$ cat src/design/ffs_pkg.sv
// Package for the forest fire stencil step core.
// Shared types, field widths and register indexes; no dependencies.
package ffs_pkg;

  localparam int STATE_W    = 2;
  localparam int ROLL_W     = 8;
  localparam int GW_W       = 7;
  localparam int GH_W       = 13;
  localparam int CFG_IDX_W  = 2;
  localparam int CFG_DATA_W = 13;
  localparam int COL_OUT_W  = 6;
  localparam int ROW_OUT_W  = 12;
  localparam int MATCH_W    = 18;
  localparam int NBR_CNT    = 8;
  localparam int NBR_CNT_W  = 4;
  localparam int MIN_DIM    = 3;

  localparam int S_TDATA_W  = 24;
  localparam int M_TDATA_W  = 40;

  localparam int DEF_MAX_WIDTH  = 64;
  localparam int DEF_MAX_HEIGHT = 4096;

  localparam logic [GW_W-1:0]    GRID_WIDTH_RST    = GW_W'(64);
  localparam logic [GH_W-1:0]    GRID_HEIGHT_RST   = GH_W'(64);
  localparam logic [STATE_W-1:0] COUNTED_STATE_RST = STATE_W'(1);

  localparam logic [CFG_IDX_W-1:0] REG_GRID_WIDTH    = CFG_IDX_W'(0);
  localparam logic [CFG_IDX_W-1:0] REG_GRID_HEIGHT   = CFG_IDX_W'(1);
  localparam logic [CFG_IDX_W-1:0] REG_COUNTED_STATE = CFG_IDX_W'(2);

  typedef enum logic [STATE_W-1:0] {
    ST_HEALTHY = 2'd0,
    ST_BURNING = 2'd1,
    ST_BURNT   = 2'd2,
    ST_INVALID = 2'd3
  } cell_state_t;

endpackage

$ cat src/design/ffs_line_store.sv
// Upper and middle line stores of the stencil, one entry per column.
// Registered read at request time, write-back when the item leaves stage B.
module ffs_line_store #(
  parameter int DEPTH  = ffs_pkg::DEF_MAX_WIDTH,
  parameter int ADDR_W = $clog2(ffs_pkg::DEF_MAX_WIDTH)
) (
  input  logic                        clk,
  input  logic                        rd_en,
  input  logic [ADDR_W-1:0]           rd_addr,
  output logic [ffs_pkg::STATE_W-1:0] rd_upper,
  output logic [ffs_pkg::STATE_W-1:0] rd_middle,
  input  logic                        wr_en,
  input  logic [ADDR_W-1:0]           wr_addr,
  input  logic [ffs_pkg::STATE_W-1:0] wr_upper,
  input  logic [ffs_pkg::STATE_W-1:0] wr_middle
);
  import ffs_pkg::*;

  logic [STATE_W-1:0] upper_mem  [DEPTH];
  logic [STATE_W-1:0] middle_mem [DEPTH];

  always_ff @(posedge clk) begin
    if (wr_en) begin
      upper_mem[wr_addr]  <= wr_upper;
      middle_mem[wr_addr] <= wr_middle;
    end
    if (rd_en) begin
      rd_upper  <= upper_mem[rd_addr];
      rd_middle <= middle_mem[rd_addr];
    end
  end

endmodule

$ cat src/design/ffs_cell_rule.sv
// Next-state rule for one interior cell from its 3x3 neighborhood.
// Uses ffs_pkg for the cell state encoding.
module ffs_cell_rule (
  input  ffs_pkg::cell_state_t          center,
  input  ffs_pkg::cell_state_t          nbrs [ffs_pkg::NBR_CNT],
  input  logic [ffs_pkg::ROLL_W-1:0]    ignite_roll,
  input  logic [ffs_pkg::ROLL_W-1:0]    burnout_roll,
  output ffs_pkg::cell_state_t          new_state
);
  import ffs_pkg::*;

  logic [NBR_CNT_W-1:0] burning_cnt;

  always_comb begin
    burning_cnt = '0;
    for (int i = 0; i < NBR_CNT; i++) begin
      burning_cnt = burning_cnt + NBR_CNT_W'(nbrs[i] == ST_BURNING);
    end
  end

  always_comb begin
    new_state = center;
    case (center)
      ST_HEALTHY: begin
        if (ignite_roll < ROLL_W'(burning_cnt)) new_state = ST_BURNING;
      end
      ST_BURNING: begin
        if (burnout_roll == '0) new_state = ST_BURNT;
      end
      default: new_state = center;
    endcase
  end

endmodule

$ cat src/design/forest_fire_stencil_step_core.sv
// Forest fire generation step as a streaming 3x3 stencil with line stores.
// Depends on ffs_pkg, ffs_line_store and ffs_cell_rule.
//
// Usage: cells of one generation enter on s_axis in raster order, one request
// per cell (state plus ignite and burnout rolls for the cell emitted now).
// Interior cells leave on m_axis with their next state, column, row and the
// running count of results equal to counted_state; tlast marks the final
// interior cell of the generation. Border cells produce no result.
// Path: the request that completes a window is read from the line store at
// acceptance, then the rule result is loaded into the output register.
// Throughput: one cell per cycle unless m_axis stalls; the line store has one
// read and one write port, so each column is read and written once per cell.
// Stalls: the output register holds a result while m_axis_tready is low; a
// cell still enters if the working stage is empty, otherwise s_axis_tready
// drops until the result is taken. Border cells never wait on m_axis.
// Reset: counters, window and config go to defaults (64 x 64, count state 1).
// Writing grid_width or grid_height restarts the frame; write config only
// while the block is idle. Line stores are not cleared.
module forest_fire_stencil_step_core #(
  parameter int MAX_WIDTH  = ffs_pkg::DEF_MAX_WIDTH,
  parameter int MAX_HEIGHT = ffs_pkg::DEF_MAX_HEIGHT
) (
  input  logic                           clk,
  input  logic                           rst,
  input  logic                           cfg_we,
  input  logic [ffs_pkg::CFG_IDX_W-1:0]  cfg_index,
  input  logic [ffs_pkg::CFG_DATA_W-1:0] cfg_data,
  input  logic                           s_axis_tvalid,
  output logic                           s_axis_tready,
  // cell_state[1:0], ignite_roll[9:2], burnout_roll[17:10], zero pad
  input  logic [ffs_pkg::S_TDATA_W-1:0]  s_axis_tdata,
  output logic                           m_axis_tvalid,
  input  logic                           m_axis_tready,
  // new_state[1:0], cell_column[7:2], cell_row[19:8], matching_total[37:20], pad
  output logic [ffs_pkg::M_TDATA_W-1:0]  m_axis_tdata,
  // last_of_frame
  output logic                           m_axis_tlast
);
  import ffs_pkg::*;

  localparam int COL_W   = (MAX_WIDTH > 2) ? $clog2(MAX_WIDTH) : 1;
  localparam int ROW_W   = (MAX_HEIGHT > 2) ? $clog2(MAX_HEIGHT) : 1;
  localparam int WEFF_W  = $clog2(MAX_WIDTH + 1);
  localparam int HEFF_W  = $clog2(MAX_HEIGHT + 1);
  localparam int WCMP_W  = (GW_W > WEFF_W) ? GW_W : WEFF_W;
  localparam int HCMP_W  = (GH_W > HEFF_W) ? GH_W : HEFF_W;

  // configuration
  logic [GW_W-1:0]    grid_width;
  logic [GH_W-1:0]    grid_height;
  logic [STATE_W-1:0] counted_state;

  // scan position
  logic [COL_W-1:0]   col;
  logic [ROW_W-1:0]   row;
  logic [COL_W-1:0]   col_last;
  logic [ROW_W-1:0]   row_last;
  logic [WCMP_W-1:0]  gw_ext;
  logic [HCMP_W-1:0]  gh_ext;
  logic [WCMP_W-1:0]  w_eff;
  logic [HCMP_W-1:0]  h_eff;

  // stage B
  logic               b_valid;
  cell_state_t        b_cur;
  logic [ROLL_W-1:0]  b_iroll;
  logic [ROLL_W-1:0]  b_broll;
  logic [COL_W-1:0]   b_col;
  logic [ROW_W-1:0]   b_row;
  logic               b_emit;
  logic               b_last;

  logic [STATE_W-1:0] rd_top;
  logic [STATE_W-1:0] rd_mid;

  cell_state_t        win [6];
  cell_state_t        nbrs [NBR_CNT];
  cell_state_t        rule_state;

  logic [MATCH_W-1:0] match_cnt;
  logic [MATCH_W-1:0] match_next;

  logic               in_fire;
  logic               out_free;
  logic               b_fire;
  logic               geom_write;

  assign out_free      = !m_axis_tvalid || m_axis_tready;
  assign b_fire        = b_valid && (!b_emit || out_free);
  assign s_axis_tready = !b_valid || b_fire;
  assign in_fire       = s_axis_tvalid && s_axis_tready;
  assign geom_write    = cfg_we && (cfg_index == REG_GRID_WIDTH ||
                                    cfg_index == REG_GRID_HEIGHT);

  // effective geometry, clamped to [3, MAX]
  always_comb begin
    gw_ext = WCMP_W'(grid_width);
    gh_ext = HCMP_W'(grid_height);
    if (gw_ext < WCMP_W'(MIN_DIM)) w_eff = WCMP_W'(MIN_DIM);
    else if (gw_ext > WCMP_W'(MAX_WIDTH)) w_eff = WCMP_W'(MAX_WIDTH);
    else w_eff = gw_ext;
    if (gh_ext < HCMP_W'(MIN_DIM)) h_eff = HCMP_W'(MIN_DIM);
    else if (gh_ext > HCMP_W'(MAX_HEIGHT)) h_eff = HCMP_W'(MAX_HEIGHT);
    else h_eff = gh_ext;
    col_last = COL_W'(w_eff - WCMP_W'(1));
    row_last = ROW_W'(h_eff - HCMP_W'(1));
  end

  always_ff @(posedge clk) begin
    if (rst) begin
      grid_width    <= GRID_WIDTH_RST;
      grid_height   <= GRID_HEIGHT_RST;
      counted_state <= COUNTED_STATE_RST;
    end else if (cfg_we) begin
      unique case (cfg_index)
        REG_GRID_WIDTH:    grid_width    <= cfg_data[GW_W-1:0];
        REG_GRID_HEIGHT:   grid_height   <= cfg_data[GH_W-1:0];
        REG_COUNTED_STATE: counted_state <= cfg_data[STATE_W-1:0];
        default: ;
      endcase
    end
  end

  // raster position of the next request
  always_ff @(posedge clk) begin
    if (rst || geom_write) begin
      col <= '0;
      row <= '0;
    end else if (in_fire) begin
      if (col == col_last) begin
        col <= '0;
        row <= (row == row_last) ? '0 : row + ROW_W'(1);
      end else begin
        col <= col + COL_W'(1);
      end
    end
  end

  // stage B: request waits here for its line store data
  always_ff @(posedge clk) begin
    if (rst) begin
      b_valid <= 1'b0;
    end else if (in_fire) begin
      b_valid <= 1'b1;
    end else if (b_fire) begin
      b_valid <= 1'b0;
    end
  end

  always_ff @(posedge clk) begin
    if (in_fire) begin
      b_cur   <= cell_state_t'(s_axis_tdata[STATE_W-1:0]);
      b_iroll <= s_axis_tdata[STATE_W +: ROLL_W];
      b_broll <= s_axis_tdata[STATE_W+ROLL_W +: ROLL_W];
      b_col   <= col;
      b_row   <= row;
      b_emit  <= (col >= COL_W'(2)) && (row >= ROW_W'(2));
      b_last  <= (col == col_last) && (row == row_last);
    end
  end

  ffs_line_store #(
    .DEPTH  (MAX_WIDTH),
    .ADDR_W (COL_W)
  ) u_line_store (
    .clk       (clk),
    .rd_en     (in_fire),
    .rd_addr   (col),
    .rd_upper  (rd_top),
    .rd_middle (rd_mid),
    .wr_en     (b_fire),
    .wr_addr   (b_col),
    .wr_upper  (rd_mid),
    .wr_middle (b_cur)
  );

  // window: [0..2] column c-2 top/mid/bottom, [3..5] column c-1
  always_ff @(posedge clk) begin
    if (rst) begin
      for (int i = 0; i < 6; i++) win[i] <= ST_HEALTHY;
    end else if (b_fire) begin
      win[0] <= win[3];
      win[1] <= win[4];
      win[2] <= win[5];
      win[3] <= cell_state_t'(rd_top);
      win[4] <= cell_state_t'(rd_mid);
      win[5] <= b_cur;
    end
  end

  always_comb begin
    nbrs[0] = win[0];
    nbrs[1] = win[1];
    nbrs[2] = win[2];
    nbrs[3] = win[3];
    nbrs[4] = win[5];
    nbrs[5] = cell_state_t'(rd_top);
    nbrs[6] = cell_state_t'(rd_mid);
    nbrs[7] = b_cur;
  end

  ffs_cell_rule u_cell_rule (
    .center       (win[4]),
    .nbrs         (nbrs),
    .ignite_roll  (b_iroll),
    .burnout_roll (b_broll),
    .new_state    (rule_state)
  );

  assign match_next = match_cnt +
                      MATCH_W'(STATE_W'(rule_state) == counted_state);

  always_ff @(posedge clk) begin
    if (rst || geom_write) begin
      match_cnt <= '0;
    end else if (b_fire && b_emit) begin
      match_cnt <= b_last ? '0 : match_next;
    end
  end

  // output register
  always_ff @(posedge clk) begin
    if (rst) begin
      m_axis_tvalid <= 1'b0;
    end else if (b_fire && b_emit) begin
      m_axis_tvalid <= 1'b1;
    end else if (m_axis_tready) begin
      m_axis_tvalid <= 1'b0;
    end
  end

  always_ff @(posedge clk) begin
    if (b_fire && b_emit) begin
      m_axis_tdata <= M_TDATA_W'({match_next,
                                  ROW_OUT_W'(b_row - ROW_W'(1)),
                                  COL_OUT_W'(b_col - COL_W'(1)),
                                  STATE_W'(rule_state)});
      m_axis_tlast <= b_last;
    end
  end

endmodule
$ cat config.mk
export PLATFORM = sky130hd
export DESIGN_NAME = forest_fire_stencil_step_core
export DESIGN_NICKNAME = d
export VERILOG_FILES = /design/src/design/ffs_pkg.sv /design/src/design/ffs_line_store.sv /design/src/design/ffs_cell_rule.sv /design/src/design/forest_fire_stencil_step_core.sv
export SDC_FILE = /design/constraint.sdc
export NUM_CORES = 1
export LEC_CHECK = 0
export ABC_AREA = 0
export BUFFER_PORTS_ARGS = -buffer_cell sky130_fd_sc_hd__buf_2
export CAP_MARGIN = 20
export CORE_ASPECT_RATIO = 0.75
export CORE_UTILIZATION = 62
export DETAILED_ROUTE_END_ITERATION = 10
export PLACE_DENSITY = 0.8
export SETUP_SLACK_MARGIN = 0.15
export SLEW_MARGIN = 20
export SYNTH_ARGS = -nofsm -noshare
export SYNTH_HDL_FRONTEND = slang
export SYNTH_SLANG_ARGS = --single-unit
$ cat constraint.sdc
create_clock -name clk -period 10.4 [get_ports clk]
set_input_delay 1.56 -clock clk [delete_from_list [all_inputs] [get_ports clk]]
set_output_delay 1.56 -clock clk [all_outputs]
set_load 0.005 [all_outputs]
# Word-level counts from Yosys, hierarchy flattened
# Memories as Yosys holds them, arrays and structs flattened. A register that Yosys moved wholly into a read port is not among the register bits.
# Index checks and enable logic that the tools add are counted.
# word_totals
in_bits	44
latch_bits	0
mem_bits_rw	268
mem_count	3
reg_bits	137
rom_bits	0
# memory_table
name	depth	word_bits	rd	rd_ports_with_merged_regs	wr	line	source
u_line_store.middle_mem	64	2	1	1	1	ffs_line_store.sv:20	logic [STATE_W-1:0] middle_mem [DEPTH];
u_line_store.upper_mem	64	2	1	1	1	ffs_line_store.sv:19	logic [STATE_W-1:0] upper_mem [DEPTH];
win	6	2	6	0	6	forest_fire_stencil_step_core.sv:76	cell_state_t win [6];
# op_classes
n_mul	0
mux	26
n_div	0
bitwise	6
reduce_logical	23
magnitude_cmp	7
shifts	0
n_eq_ne	14
addsub	14
# op_table
op	count
12-bit two-way mux	3
4-bit by 1-bit adder with 4-bit output	6
12-bit by 1-bit subtractor with 12-bit output, second input constant	2
2-bit by 1-bit equality test with 1-bit output, second input constant	10
18-bit by 1-bit adder with 18-bit output	1
18-bit two-way mux	1
6-bit two-way mux	3
2-bit two-way mux	8
13-bit greater-than comparator, second input constant	1
13-bit by 2-bit < comparator with 1-bit output, second input constant	1
12-bit by 1-bit adder with 12-bit output, second input constant	1
12-bit equality test	1
12-bit by 2-bit greater-or-equal comparator with 1-bit output, second input constant	1
6-bit by 1-bit subtractor with 6-bit output, second input constant	2
1-bit two-way mux	10
8-bit zero test	1
8-bit by 4-bit < comparator with 1-bit output	1
2-bit AND reduction	4
7-bit greater-than comparator, second input constant	1
7-bit by 2-bit < comparator with 1-bit output, second input constant	1
6-bit by 1-bit adder with 6-bit output, second input constant	1
6-bit equality test	1
6-bit by 2-bit greater-or-equal comparator with 1-bit output, second input constant	1
1-bit logical AND	6
9 further kinds	22

# Depth between registers and ports, before layout
# An unclocked memory read counts as a cell.
# logic_depth
word_depth	15
ltp_mapped	25
mapped_depth_nobuf	25

# By module
# A second synthesis with hierarchy kept.
# hier_totals
cells_unflattened	1164
area_unflattened_um2	17211.5
# modules_own_cells
module	cells_per_inst	instances	area_each_um2
ffs_line_store	519	1	10267.3
forest_fire_stencil_step_core	604	1	6602.6
ffs_cell_rule	41	1	341.6

# Least setup slack after synthesis
# Ideal clock, no wire load.
# synth_timing
kind	reg-to-reg
from	register b_cur[0]
to	register match_cnt[16]
arrival_ns	6.110
setup_slack_ns	4.220
path_buffers	0
period_less_slack_ns	6.180
stages_incl_launch_ff	23
path_cell_list	edfxtp_1 > nand2b_1 > fa_1 > fa_1 > fa_1 > fa_1 > ha_1 > o21a_1 > o21a_1 > o21ai_0 > a31oi_1 > nor2_1 > xor2_1 > nor2_1 > ha_1 > ha_1 > nand2_1 > nor3_1 > nand2_1 > nor2_1 > nand3_1 > or4_1 > a21oi_1
# synth_between
elab_chain_cells	8
# synth_lines
item	line	source
start: declaration	forest_fire_stencil_step_core.sv:65	cell_state_t b_cur;
start signal: assignment	forest_fire_stencil_step_core.sv:152	b_cur <= cell_state_t'(s_axis_tdata[STATE_W-1:0]);
2-bit by 1-bit equality test with 1-bit output	ffs_cell_rule.sv:17	burning_cnt = burning_cnt + NBR_CNT_W'(nbrs[i] == ST_BURNING);
4-bit by 1-bit adder with 4-bit output	ffs_cell_rule.sv:17	
8-bit by 4-bit < comparator with 1-bit output	ffs_cell_rule.sv:25	if (ignite_roll < ROLL_W'(burning_cnt)) new_state = ST_BURNING;
2-bit two-way mux	ffs_cell_rule.sv:25	
2-bit one-hot mux with 2 select lines	ffs_cell_rule.sv:23	case (center)
via rule_state[0]	forest_fire_stencil_step_core.sv:78	cell_state_t rule_state;
2-bit equality test	forest_fire_stencil_step_core.sv:211	MATCH_W'(STATE_W'(rule_state) == counted_state);
18-bit by 1-bit adder with 18-bit output	forest_fire_stencil_step_core.sv:210	assign match_next = match_cnt +
18-bit two-way mux	forest_fire_stencil_step_core.sv:217	match_cnt <= b_last ? '0 : match_next;
end signal: assignment	forest_fire_stencil_step_core.sv:217	
end: declaration	forest_fire_stencil_step_core.sv:80	logic [MATCH_W-1:0] match_cnt;
# The timed path passes the listed nets, and every way through them passes these cells.
# A chain may end at the register's enable or synchronous reset.

# Final worst setup path
# Ends and elaborated chain as after synthesis.

==> flow_summary.json <==
{
  "synth_seq_cells": 409,
  "h-tree-depth": 2,
  "max_freq_mhz": 147,
  "grt_overflow": 0,
  "yosysTopAreaCell": "edfxtp_1",
  "die_h_um": 148,
  "period_share_pct": 65.6,
  "layout.cells.non_filler": 1674,
  "dieArea_mm2": 0.0292,
  "top_layer": "met4",
  "cts_sinks": 409,
  "cts_buffers": 38,
  "synth_flop_cell": "edfxtp_1",
  "dp.cells": 1606,
  "num_vias": 10700,
  "cts_root_buf": "clkbuf_16",
  "synthDistinctLibCells": 73,
  "yosysWarnings": 0,
  "ctsResizeCount": 0,
  "wl_met1_mm": 16.3,
  "synthTopCellsByArea": "edfxtp_1 59%, mux4_2 9.4%, dfxtp_1 6.8%",
  "drv_cap": 0,
  "die_w_um": 197,
  "async_flop_share_pct": 0,
  "ios": 87,
  "crit_arrival_ps": 7280,
  "drc": 0,
  "endpoint_kind": "flop",
  "synth_top_area_share_pct": 59.2,
  "area_growth_pct": 10.6,
  "clk_latency_ps": 530,
  "crit_type": "flop to flop",
  "cts_tree": "done",
  "clk_pin_slew_worst_paths_ps": 60,
  "max-slew-margin-rel_pct": 25.8,
  "rsz0062_at_grt": "no",
  "core_area_mm2": 0.0281,
  "post-synth-top-count-cell": "edfxtp_1",
  "grt_max_degree": 67,
  "dpl.hpwl_mm": 24.4,
  "yosysSeqAreaShare_pct": 66.0,
  "avgSynthCellArea_um2": 14.7,
  "final_core_util_pct": 69.8,
  "crit_required_ps": 10860,
  "synthCells": 1205,
  "ctsHoldBuffers": 0,
  "tightest_slew_ps": 1110,
  "dr_wl_met2_mm": 17.9,
  "finalHoldViolations": 0,
  "antenna_found_initial": 0,
  "synth_edf_count": 349,
  "setup_viol": 0,
  "finalMaxSlewViolations": 0,
  "drt-initial-drc-count": 974,
  "synth_common_cells": "349 x edfxtp_1, 127 x nor2_1, 74 x mux4_2",
  "grt_pass1_vias": 10500,
  "numPortBuffers": 78,
  "start_kind": "flop",
  "ir_drop_v": 0.0000988,
  "period_needed_ps": 6820,
  "start_util_pct": 63.1,
  "grt_pass1_wl_mm": 59.6,
  "status": "finished, final reports clean",
  "final_nets": 1325,
  "wl_per_cell_um": 23.1,
  "hold_path_class": "flop to flop",
  "drt_first_pass_iters": 6,
  "critPathMaxFanout": 66,
  "fin_worst_skew_ps": 21.5,
  "drive_above_1_share_pct": 18.9,
  "clock_path_buffers": 3,
  "routed_via_density": 6.41,
  "routabilityCongestion": 0.931,
  "diodes": 0,
  "route.met3.wl_mm": 3.55,
  "syn_area_mm2": 0.0177,
  "p_per_area_mw_per_mm2": 174,
  "leakage_nw": 6.37,
  "drtAntennaViolNets": 0,
  "grt_usage_pct": 27.2,
  "finalSetupTns_ps": 0,
  "num_rows": 53,
  "wirelength_mm": 38.7,
  "cts_setup_buffers": 0
}
-- cells by family after synthesis --
kind of cell	Yosys count	share of synthesized area, %
adders and majority gates	20	1.58
AOI/OAI and AO/OA	132	4.98
buffers and inverters	100	2.37
and+or+nand+nor	390	11.6
DFF	409	66.0
other	1	0.0212
xor gates and xnor gates	56	2.77
muxes	97	10.7
-- metal layers --
metal / vias to the layer above / global-route usage, %
met2: 550 / 40.7
met1: 5356 / 40.5
li1: 4746 / -
met3: 78 / 5.53
met5: - / 0
met4: 0 / 8.45
-- per-stage QoR --
stage	cell area [um^2]	hold WS, ps	setup WS, ps	power, mW
2_1_floorplan	17700	406	4220	1.99
3_3_place_gp	18300	476	3910	2.05
3_5_place_dp	18300	493	3680	2.06
4_1_cts	19600	507	3570	3.42
5_1_grt	19600	541	3110	3.50
6_report	19600	507	3580	3.41
-- worst paths after layout --
| kind | from | end | slack, ps | cells after the start |
|---|---|---|---|---|
| worst min-delay path | match_cnt[0] | match_cnt[0] | 510 | 2 |
| worst max register to register | b_cur[0] | match_cnt[16] | 3580 | 23 |
| worst min register to register | match_cnt[0] | match_cnt[0] | 510 | 2 |
| worst max-delay path | b_cur[0] | match_cnt[16] | 3580 | 23 |
-- power by group --
group | internal (mW) | switching, mW | leakage (nW)
sequential | 1.80 | 0.0248 | 3.67
combinational | 0.0843 | 0.113 | 2.10
clock | 0.802 | 0.585 | 0.597
-- area by class of cell --
class | count | area (um^2)
inverters | 25 | 93.8
multi-input cells | 697 | 5610
fillers | 1796 | 8480
repair buffers | 90 | 480
well taps | 385 | 482
clock buffers | 50 | 1040
clock inverters | 18 | 186
flip-flops and latches | 409 | 11700
-- registers in the layout, summed over array words and instances (netlist names), 2 cells and up --
signal and count:
m_axis_tdata 38, b_row 12, counted_state 2, b_cur 2
col 6, u_line_store.middle_mem 128, u_line_store.rd_upper 2, b_iroll 8
u_line_store.upper_mem 128, win 12, b_broll 8, gh_ext 13
b_col 6, match_cnt 18, u_line_store.rd_middle 2, row 12
grid_width 7
-- cells in the final DEF, fill, tap and decap left out, drive strengths merged, types with 5 or more instances in the layout --
| master | n |
|---|---|
| xor2 | 24 |
| xnor2 | 32 |
| ha | 16 |
| nand2 | 69 |
| inv | 26 |
| o31ai | 5 |
| a22oi | 9 |
| nor3b | 8 |
| clkbuf | 50 |
| nand3 | 21 |
| buf | 90 |
| nand4 | 18 |
| mux4 | 74 |
| or3 | 16 |
| mux2i | 23 |
| nor2b | 8 |
| dfxtp | 60 |
| a21oi | 34 |
| a31oi | 13 |
| nor3 | 18 |
| o21ai | 23 |
| clkinv | 13 |
| nor4 | 16 |
| or2 | 8 |
| a211oi | 11 |
| edfxtp | 349 |
| and2 | 13 |
| o22ai | 5 |
| or4 | 8 |
| nand3b | 10 |
| nor2 | 127 |
| nor4b | 8 |
| nand2b | 22 |
-- worst max-delay path, stage by stage (launching register included) --
cell and delay, ps:
edfxtp_1 320, buf_4 530, nand2b_1 170, fa_1 530
fa_1 530, fa_1 480, fa_1 450, ha_1 280
o21a_1 100, o21a_1 160, o21ai_0 270, a31oi_1 130
nor2_1 210, xor2_1 130, nor2_1 130, ha_1 210
ha_1 230, nand2_1 90, nor3_1 590, nand2_1 110
nor2_1 340, nand3_1 170, or4_1 420, a21oi_1 150
(Power assumes the default switching activity.)
